### config.mk
export PLATFORM = sky130hd
export DESIGN_NAME = lfu_cache_lru_tiebreak_top
export DESIGN_NICKNAME = d
export VERILOG_FILES = /design/src/rtl/lfu_pkg.sv /design/src/rtl/lfu_cell.sv /design/src/rtl/lfu_cache_lru_tiebreak_top.sv
export SDC_FILE = /design/constraint.sdc
export NUM_CORES = 2
export LEC_CHECK = 0
export BUFFER_PORTS_ARGS = -buffer_cell sky130_fd_sc_hd__buf_2
export CAP_MARGIN = 10
export CORE_MARGIN = 4
export CORE_UTILIZATION = 37
export DETAILED_ROUTE_END_ITERATION = 6
export SYNTH_ARGS = -nofsm -noshare
export SYNTH_HDL_FRONTEND = slang
export SYNTH_SLANG_ARGS = --single-unit
### constraint.sdc
create_clock -name clk_i -period 16.4 [get_ports clk_i]
set_input_delay 1.64 -clock clk_i [delete_from_list [all_inputs] [get_ports clk_i]]
set_output_delay 1.64 -clock clk_i [all_outputs]
set_load 0.01 [all_outputs]
### src/rtl/lfu_pkg.sv
`timescale 1ns / 1ps
package lfu_pkg;
  localparam int Entries   = 16;
  localparam int IdxBits   = $clog2(Entries);
  localparam int FillBits  = $clog2(Entries + 1);
  localparam int CountBits = 16;
  localparam int CapBits   = 5;
  localparam int KeyBits   = 32;
  localparam int ValBits   = 32;
  // Victim chain segment length: at most three segments, two registered cuts.
  localparam int ChainSeg  = (Entries + 2) / 3;
  localparam logic [CountBits-1:0] CountMax = {CountBits{1'b1}};
  localparam logic [CapBits-1:0] CapReset = CapBits'(16);

  typedef enum logic [0:0] {OpGet = 1'b0, OpPut = 1'b1} op_e;

  typedef enum logic [1:0] {
    StIdle, StSearch, StUpdate, StOut
  } state_e;

  // Per-cell view handed to the victim chain and controller.
  typedef struct packed {
    logic                 valid;
    logic                 match;
    logic [KeyBits-1:0]   key;
    logic [ValBits-1:0]   value;
    logic [CountBits-1:0] count;
    logic [IdxBits-1:0]   rank;
  } cell_status_t;

  // Command broadcast from controller to all cells.
  typedef struct packed {
    logic                 update;    // apply the operation this cycle
    logic                 hit;       // key was found
    logic                 put;
    logic                 fill;      // install into target cell
    logic [IdxBits-1:0]   target;    // cell index that becomes most recent
    logic [IdxBits:0]     old_rank;  // rank threshold for aging
    logic [KeyBits-1:0]   key;
    logic [ValBits-1:0]   value;
  } cell_cmd_t;

  // Running best of the victim chain.
  typedef struct packed {
    logic                 found;
    logic [IdxBits-1:0]   idx;
    logic [CountBits-1:0] count;
    logic [IdxBits-1:0]   rank;
  } victim_t;
endpackage

### src/rtl/lfu_cell.sv
`timescale 1ns / 1ps
module lfu_cell (
  input  logic               clk_i,
  input  logic               rst_ni,
  input  logic [lfu_pkg::IdxBits-1:0] my_idx_i,
  input  lfu_pkg::cell_cmd_t cmd_i,
  input  logic [lfu_pkg::KeyBits-1:0] lookup_key_i,
  input  lfu_pkg::victim_t   best_i,
  output lfu_pkg::victim_t   best_o,
  output lfu_pkg::cell_status_t status_o
);
  import lfu_pkg::*;

  logic                 valid_q;
  logic [KeyBits-1:0]   key_q;
  logic [ValBits-1:0]   value_q;
  logic [CountBits-1:0] count_q;
  logic [IdxBits-1:0]   rank_q;
  logic                 is_target;
  logic                 better;

  assign is_target = cmd_i.update && (cmd_i.target == my_idx_i);

  always_ff @(posedge clk_i or negedge rst_ni) begin
    if (!rst_ni) begin
      valid_q <= 1'b0;
    end else if (is_target && (cmd_i.hit || cmd_i.put)) begin
      valid_q <= 1'b1;
    end
  end

  always_ff @(posedge clk_i) begin
    if (cmd_i.update) begin
      if (is_target) begin
        rank_q <= '0;
        if (cmd_i.hit) begin
          if (count_q != CountMax) count_q <= count_q + 1'b1;
          if (cmd_i.put) value_q <= cmd_i.value;
        end else if (cmd_i.put) begin
          key_q   <= cmd_i.key;
          value_q <= cmd_i.value;
          count_q <= CountBits'(1);
        end
      end else if (valid_q && ({1'b0, rank_q} < cmd_i.old_rank)) begin
        rank_q <= rank_q + 1'b1;
      end
    end
  end

  // Smallest count wins, older rank among equal counts.
  assign better = valid_q && (!best_i.found || count_q < best_i.count ||
                  (count_q == best_i.count && rank_q > best_i.rank));

  always_comb begin
    best_o = best_i;
    if (better) begin
      best_o.found = 1'b1;
      best_o.idx   = my_idx_i;
      best_o.count = count_q;
      best_o.rank  = rank_q;
    end
  end

  always_comb begin
    status_o.valid = valid_q;
    status_o.match = valid_q && (key_q == lookup_key_i);
    status_o.key   = key_q;
    status_o.value = value_q;
    status_o.count = count_q;
    status_o.rank  = rank_q;
  end
endmodule

### src/rtl/lfu_cache_lru_tiebreak_top.sv
`timescale 1ns / 1ps
// LFU cache with LRU tie break, sixteen entries, 32-bit keys and values.
// Input channel: in_valid_i / in_stall_o with opcode_i (0 get, 1 put),
// key_i and write_value_i. Output channel: out_valid_o / out_stall_i with
// hit_o, read_value_o, evicted_o, evicted_key_o; exactly one result per
// input transfer. Configuration: cfg_we_i with cfg_wdata_i writes the
// capacity register (values above sixteen act as sixteen, zero ignores puts).
// Each operation passes through capture, key compare and victim pick,
// entry update, and result register. The next input is taken only after
// the result leaves, so one operation is in flight at a time.
// The victim search runs continuously down the row of entry cells, with a
// register after every sixth cell; after an entry update it settles through
// both cuts before the next operation reaches its search step.
// Reset empties the store and sets capacity to sixteen. While the receiver
// stalls, hold the result and take no new input.
module lfu_cache_lru_tiebreak_top (
  input  logic clk_i,
  input  logic rst_ni,
  input  logic in_valid_i,
  output logic in_stall_o,
  input  logic opcode_i,
  input  logic [lfu_pkg::KeyBits-1:0] key_i,
  input  logic [lfu_pkg::ValBits-1:0] write_value_i,
  output logic out_valid_o,
  input  logic out_stall_i,
  output logic hit_o,
  output logic [lfu_pkg::ValBits-1:0] read_value_o,
  output logic evicted_o,
  output logic [lfu_pkg::KeyBits-1:0] evicted_key_o,
  input  logic cfg_we_i,
  input  logic [lfu_pkg::CapBits-1:0] cfg_wdata_i
);
  import lfu_pkg::*;

  state_e state_q, state_d;
  logic [CapBits-1:0]  cap_q;
  logic [FillBits-1:0] fill_q;
  logic                op_q;
  logic [KeyBits-1:0]  key_q;
  logic [ValBits-1:0]  wval_q;

  // Registered search results.
  logic               hit_q, free_q, ev_q, ignore_q;
  logic [IdxBits-1:0] tgt_q;
  logic [IdxBits:0]   oldrank_q;
  logic [ValBits-1:0] rd_q;
  logic [KeyBits-1:0] evk_q;

  logic               out_hit_q, out_ev_q;
  logic [ValBits-1:0] out_rd_q;
  logic [KeyBits-1:0] out_evk_q;

  cell_cmd_t    cmd;
  cell_status_t status [Entries];
  victim_t      chain [Entries+1];
  victim_t      link  [Entries];

  assign chain[0] = '0;

  // Cut the victim chain with a register every ChainSeg cells.
  for (genvar g = 0; g < Entries; g++) begin : g_cell
    if (g != 0 && (g % ChainSeg) == 0) begin : g_cut
      victim_t cut_q;
      always_ff @(posedge clk_i or negedge rst_ni) begin
        if (!rst_ni) begin
          cut_q <= '0;
        end else begin
          cut_q <= chain[g];
        end
      end
      assign link[g] = cut_q;
    end else begin : g_thru
      assign link[g] = chain[g];
    end

    lfu_cell u_cell (
      .clk_i, .rst_ni,
      .my_idx_i    (IdxBits'(g)),
      .cmd_i       (cmd),
      .lookup_key_i(key_q),
      .best_i      (link[g]),
      .best_o      (chain[g+1]),
      .status_o    (status[g])
    );
  end

  // Match, free slot and effective capacity.
  logic               s_hit, s_free;
  logic [IdxBits-1:0] s_hidx, s_fidx;
  logic [FillBits-1:0] cap_eff;

  always_comb begin
    s_hit = 1'b0; s_hidx = '0; s_free = 1'b0; s_fidx = '0;
    for (int i = Entries - 1; i >= 0; i--) begin
      if (status[i].match) begin
        s_hit = 1'b1; s_hidx = IdxBits'(i);
      end
      if (!status[i].valid) begin
        s_free = 1'b1; s_fidx = IdxBits'(i);
      end
    end
    cap_eff = (cap_q > CapBits'(Entries)) ? FillBits'(Entries) : FillBits'(cap_q);
  end

  always_comb begin
    state_d = state_q;
    case (state_q)
      StIdle:   if (in_valid_i) state_d = StSearch;
      StSearch: state_d = StUpdate;
      StUpdate: state_d = StOut;
      StOut:    if (!out_stall_i) state_d = StIdle;
      default:  state_d = StIdle;
    endcase
  end

  always_ff @(posedge clk_i or negedge rst_ni) begin
    if (!rst_ni) begin
      state_q <= StIdle;
      cap_q   <= CapReset;
      fill_q  <= '0;
    end else begin
      state_q <= state_d;
      if (cfg_we_i) cap_q <= cfg_wdata_i;
      if (state_q == StUpdate && !ignore_q && !hit_q && free_q) begin
        fill_q <= fill_q + 1'b1;
      end
    end
  end

  // Capture input and search outcome.
  always_ff @(posedge clk_i) begin
    if (state_q == StIdle && in_valid_i) begin
      op_q   <= opcode_i;
      key_q  <= key_i;
      wval_q <= write_value_i;
    end
    if (state_q == StSearch) begin
      hit_q    <= s_hit;
      ignore_q <= (op_q == OpGet) ? !s_hit : (cap_eff == '0);
      rd_q     <= (s_hit && op_q == OpGet) ? status[s_hidx].value : '0;
      free_q   <= 1'b0;
      ev_q     <= 1'b0;
      evk_q    <= '0;
      if (s_hit) begin
        tgt_q     <= s_hidx;
        oldrank_q <= {1'b0, status[s_hidx].rank};
      end else if (fill_q < cap_eff && s_free) begin
        free_q    <= 1'b1;
        tgt_q     <= s_fidx;
        oldrank_q <= (IdxBits+1)'(Entries);
      end else begin
        ev_q      <= (op_q == OpPut) && (cap_eff != '0);
        tgt_q     <= chain[Entries].idx;
        oldrank_q <= {1'b0, chain[Entries].rank};
        evk_q     <= status[chain[Entries].idx].key;
      end
    end
    if (state_q == StUpdate) begin
      out_hit_q <= hit_q && !ignore_q;
      out_rd_q  <= rd_q;
      out_ev_q  <= ev_q && !ignore_q;
      out_evk_q <= (ev_q && !ignore_q) ? evk_q : '0;
    end
  end

  always_comb begin
    cmd.update   = (state_q == StUpdate) && !ignore_q;
    cmd.hit      = hit_q;
    cmd.put      = (op_q == OpPut);
    cmd.fill     = free_q;
    cmd.target   = tgt_q;
    cmd.old_rank = oldrank_q;
    cmd.key      = key_q;
    cmd.value    = wval_q;
  end

  assign in_stall_o    = (state_q != StIdle);
  assign out_valid_o   = (state_q == StOut);
  assign hit_o         = out_hit_q;
  assign read_value_o  = out_rd_q;
  assign evicted_o     = out_ev_q;
  assign evicted_key_o = out_evk_q;

  a_fill_bound: assert property (@(posedge clk_i) disable iff (!rst_ni)
    fill_q <= FillBits'(Entries)) else $error("fill count overflow");
  a_out_follows: assert property (@(posedge clk_i) disable iff (!rst_ni)
    state_q == StUpdate |=> out_valid_o) else $error("result missing");
  a_one_item: assert property (@(posedge clk_i) disable iff (!rst_ni)
    out_valid_o |-> in_stall_o) else $error("input taken while busy");
endmodule
* Yosys cells after proc, flatten, opt, wreduce, memory -nomap -nowiden
Cells that the tools add are included.
** Word-level totals
- Register bits :: 1630
- Input port bits :: 75
- Output and inout bits :: 68
- Word-level logic and storage cells :: 662
** Cells by class
- Add/subtract/negate cells :: 33
- Magnitude comparators :: 50
- Equality and inequality tests :: 83
- Multiplexer cells :: 145
- Bitwise gates (word level) :: 4
- Reductions and logical operators :: 240
** Operators with widths (count)
- binary-select mux 86 bit (select 4 bit) :: 2
- 2-to-1 mux 16 bit :: 33
- equality test 32 bit :: 16
- 2-to-1 mux 25 bit :: 15
- adder 16 x 1 -> 16 bit (second input constant) :: 16
- != test 16 bit (second input constant) :: 16
- equality test 16 bit :: 15
- less-than comparator 16 bit :: 15
- 2-to-1 mux 4 bit :: 51
- 2-to-1 mux 84 bit :: 2
- AND reduction 4 bit :: 32
- 2-to-1 mux 52 bit :: 2
- logical AND 1 bit :: 103
- less-than comparator 4 x 5 -> 1 bit :: 16
- adder 4 x 1 -> 4 bit (second input constant) :: 16
- > comparator 4 bit :: 15
- AND reduction 3 bit :: 16
- nonzero test 2 bit :: 18
- 2-to-1 mux 1 bit :: 34
- AND reduction 2 bit :: 17
- equality test 4 bit (second input constant) :: 8
- != test 2 x 1 -> 1 bit (second input constant) :: 16
- logical OR 1 bit :: 31
- 2-to-1 mux 24 bit :: 1
- 21 further kinds :: 49

* Longest topological paths before layout
- Depth after elaboration :: 30
- Depth in mapped cells :: 78
- Mapped depth without buffers :: 70

* Modules after synthesis
A second synthesis with hierarchy kept.
** Unflattened totals
- Cell total of the unflattened synthesis :: 6304
- Area total of the unflattened synthesis :: 87855.5 µm²
** Modules (own cells, without submodules)
- lfu_cell at g_cell[0].u_cell ... :: instances 9, cells an instance 319, area an instance 4383.0 µm², sequential area each 2547.4 µm²
- lfu_cell at g_cell[3].u_cell ... :: instances 6, cells an instance 312, area an instance 4385.5 µm², sequential area each 2547.4 µm²
- lfu_cache_lru_tiebreak_top :: instances 1, cells an instance 1247, area an instance 17689.5 µm², sequential area each 7768.7 µm²
- lfu_cell at g_cell[9].u_cell :: instances 1, cells an instance 314, area an instance 4406.7 µm², sequential area each 2547.4 µm²

* Worst setup path before layout
Ideal clock, no wire load.
- Path kind :: reg-to-reg
- Start point :: reg g_cell[6].u_cell.count_q[11]
- End point :: reg g_cell[12].g_cut.cut_q[22] (netlist name)
- Setup time :: 0.066 ns
- Arrival :: 13.430 ns
- Required time :: 16.334 ns
- Path slack :: 2.904 ns
- Stages on the path, launching flop included :: 74
- Buffers on the path :: 9
- Clock period less this slack :: 13.496 ns
- Path through :: edfxtp_1 > ha_1 > a21oi_2 > o21a_1 > a2bb2oi_1 > a211oi_1 > o21ai_1 > clkbuf_1 > buf_1 > a21oi_1 > ha_1 > a21o_1 > a31oi_1 > nand4b_1 > a2111oi_0 > o21a_1 > a32o_2 > a21oi_1 > [38 not listed] > o21a_1 > clkbuf_1 > clkbuf_1 > nor2_1 > a221oi_1 > ha_1 > nor2b_1 > o21a_1 > o21ai_0 > nand2b_1 > a21oi_1 > o21ai_0 > a21oi_1 > o31ai_1 > inv_1 > nor3_1 > clkbuf_1 > o211a_1
** RTL lines
- from (decl) :: line lfu_cell.sv:17 : logic [CountBits-1:0] count_q;
- from (signal assigned) :: line lfu_cell.sv:37 : if (count_q != CountMax) count_q <= count_q + 1'b1;
- from (signal assigned) :: line lfu_cell.sv:42 : count_q <= CountBits'(1);
- to (signal assigned) :: line lfu_cache_lru_tiebreak_top.sv:68 : cut_q <= chain[g];
- to (decl) :: line lfu_cache_lru_tiebreak_top.sv:63 : victim_t cut_q;

==> results.md <==
* WHS Endpoint: read_value_o[6]$_DFFE_PP_
* XOR/XNOR Fraction of Synth Area at 0.0749
* Post-CTS setup buffers at 0
* Crit end category: flop
* Final Skew at 0.0659 ns
* Post-synthesis adder-cell area fraction at 0.0549
* Register-to-Register Path Depth at 70
* DR vias/cell at 5.63
* Fin. max-slew vios at 0
* Reg-to-Reg Start: g_cell[6].u_cell.count_q[11]$_SDFFCE_PN0P_
* Area share of and/or/nand/nor cells after synthesis at 0.131
* Distinct cells, synth at 92
* Input/output buffers at 142
* Syn Inst Count at 7,395
* Share of post-route cells with drive strength above 1 at 0.120
* Hold_buf cts at 0
* Post-CTS resize count at 0
* Max-cap viol count at 0
* Antenna violations before repair at 11
* Hold Path Depth at 0
* Avg Cell Area, Syn at 12.0 um^2
* Hold Vio Cnt, Final at 0
* Total Wirelength at 274,000 um
* Max stage delay on crit path at 0.70 ns
* HP Start: rd_q[6]$_SDFFCE_PN0N_
* Critical Path RT at 17.06 ns
* CTS root buf: clkbuf_16
* DRC viols at 0
* CTS max path bufs at 3
* PD cells at 166 mW/mm^2
* Crit. Startpoint: g_cell[6].u_cell.count_q[11]$_SDFFCE_PN0P_
* # H-tree levels at 4
* Die area at 0.247 mm^2
* Vias in the first global route at 59,400
* Final instance area at 0.0989 mm^2
* IO Count at 143
* Vias at 60,700
* Clock Latency Late Sink at 0.86 ns
* First-pass GRT wire length at 401,000 um
* Final setup fails at 0
* Leak at 34.8 nW
* Final WS setup at 1.40 ns
* Routability Congestion at 0.949
* Mapped Area at 0.0886 mm^2
* Worst slack, placed at 1.01 ns
* Final Power at 0.0164 W
* RSZ-0062 raised after global routing: no
* Routed length per instance at 25.4 um
* Crit-path max FO at 64
* Area added between synthesis and finish at 11.7%
* DRT antenna net count at 0
* Relative slew slack at 0.169
* CTS tree: built
* Hpwl dp at 187,000 um
* Top cells by area, synth: edfxtp_1, ha_1, xnor2_1
* Largest family of logic cells by synthesized area: simple AND/OR/NAND/NOR gates
* Most common cell on crit path: a21oi_1
* Core Region at 0.238 mm^2
* Clock transition at the registers of the reported paths at 0.06 ns
* Final net count at 7,924
* Initial DRC Count at 6,074
* Critical Path AT at 15.66 ns
* Outcome: finished clean
* Worst R2R Setup Slack at 1.40 ns
* Critical path class: flop to flop
* Final period util at 0.915
* Post-synth top area share at 0.526
* RR Endpoint: g_cell[12].g_cut.cut_q[6]$_DFF_PN0_
* Async set-or-reset flop fraction in the synthesized netlist at 0.0473
* FP Rows at 179
* Die Wd at 497 um
* Starting Density at 0.372
* Placed Area at 0.0927 mm^2
* Pin count of the biggest net entering global routing at 186
* Mapped Nets at 7,858
* Total CTS buffers at 182
* Compound-Gate Fraction of Synth Area at 0.0958
* Seq/Total Area, Yosys at 0.548
* Sink Count at 1,628
* Post-layout min period at 15.00 ns
* Crit path launch type: flop
* Worst-Margin Slew at 1.23 ns
* Post-synth EDFFs at 1,551
* Ys Warns at 0
* Total Routing Usage GR at 0.215
* Post-Route Setup TNS at 0 ns
* Overflow after GRT at 0
* Die height at 497 um
* CP max-delay cell: a21oi_2
* Yosys reg bits at 1,628
* Hold Crit Class: flop to flop
* Max Clk Rate at 66.7 MHz
* DR pass1 iterations at 6
* Mux share of post-synthesis cell area at 0.0610
* Predominant post-synthesis flop cell: edfxtp_1
* Peak supply drop at 0.159 mV
* Largest area contributor in the netlist: edfxtp_1
## cell usage after synthesis, types with 38 or more instances
library cell	n
nand4_1	220
buf_2	73
and2_1	277
xor2_1	357
clkbuf_1	238
nor2b_1	131
a21o_1	41
nor3_1	60
ha_1	388
nand2_1	535
nor2_1	287
o22ai_1	42
mux2_4	45
a21boi_0	38
nor4_1	150
a211oi_1	114
nand3_1	241
edfxtp_1	1551
buf_4	42
o211ai_1	66
nand2b_1	89
o21a_1	40
mux2i_1	311
inv_1	261
dfrtp_1	76
xnor2_1	399
nor3b_1	38
a21oi_1	262
o21ai_0	285
mux2_2	104
and3_1	65
## stage by stage
stage                util  hold WS (ns)  instances
finish              0.415         0.422      10800
global route        0.415         0.423      10800
CTS                 0.415         0.419      10800
detailed placement  0.390         0.405      10400
global placement    0.390         0.405      10400
floorplan               -         0.400       7395
## how the worst max path moves through the flow
| stage | end | slack [ns] | cells after the start |
|---|---|---|---|
| final | g_cell[12].g_cut.cut_q[6]$_DFF_PN0_ | 1.40 | 70 |
| after global placement | g_cell[12].g_cut.cut_q[6]$_DFF_PN0_ | 1.11 | 72 |
| after CTS | g_cell[12].g_cut.cut_q[6]$_DFF_PN0_ | 0.90 | 72 |
| after detailed placement | g_cell[12].g_cut.cut_q[6]$_DFF_PN0_ | 1.01 | 72 |
| after floorplan | g_cell[12].g_cut.cut_q[22]$_DFF_PN0_ | 2.90 | 73 |
| after global routing | g_cell[12].g_cut.cut_q[7]$_DFF_PN0_ | 0.19 | 73 |
## cells by family (layout without fill, tap and decap cells)
logic type	Yosys count	in the layout
multiplexers	494	494
adder cells (fa/ha/maj)	389	389
buffers and inverters	683	905
flip-flops	1628	1628
AND/OR/NAND/NOR	2201	2201
XOR/XNOR	757	757
other	0	7
AO/OA/AOI/OAI	1243	1243
## cell usage in the layout, fill, tap and decap left out, drive strengths merged, types with 278 or more instances in the layout
cell / Yosys / layout
buf: 166 / 287
xor2: 358 / 358
inv: 278 / 284
xnor2: 399 / 399
and2: 278 / 278
mux2i: 312 / 312
edfxtp: 1551 / 1551
nor2: 289 / 289
ha: 388 / 388
o21ai: 323 / 323
nand2: 535 / 535
## registers in the layout, summed over array words and instances (netlist names), 2 cells and up
name / count
g_cell.g_cut.cut_q: 49
oldrank_q: 4
tgt_q: 4
read_value_o: 32
g_cell.u_cell.rank_q: 64
g_cell.u_cell.value_q: 512
g_cell.u_cell.key_q: 512
g_cell.u_cell.count_q: 256
wval_q: 32
g_cell.u_cell.valid_q: 16
state_q: 2
evicted_key_o: 32
key_q: 32
rd_q: 32
fill_q: 5
cap_q: 5
evk_q: 32
## worst max-delay path, delay by kind of cell, from the launching register on
kind / cells / cell delay [ns]
buffers and inverters: 8 / 2.28
and+or+nand+nor: 14 / 1.63
muxes: 1 / 0.37
AOI/OAI and AO/OA: 41 / 8.26
adders and majority gates: 6 / 1.69
DFF: 1 / 0.49
## where the power goes
part / leakage (nW) / switching [W] / internal, W
sequential: 15.0 / 0.000286 / 0.00509
combinational: 16.8 / 0.00452 / 0.00239
clock: 2.95 / 0.00177 / 0.00238
## per-layer routing
layer,part of all wire,up-vias,track usage
met5,0.000047,-,0
met4,0.038,2,0.0789
met3,0.073,471,0.0409
met2,0.46,2179,0.341
met1,0.43,30400,0.293
li1,-,27700,-
## area by class of cell
class	instances	area, um^2
Timing Repair Buffer	287	1860
Tap cell	3167	3960
Antenna cell	7	17.5
Fill cell	22200	139000
Sequential cell	1628	48500
Clock inverter	115	1280
Multi-Input combinational cell	5084	37400
Clock buffer	225	4840
Inverter	278	1040
Power figures use the tool's default switching activity.
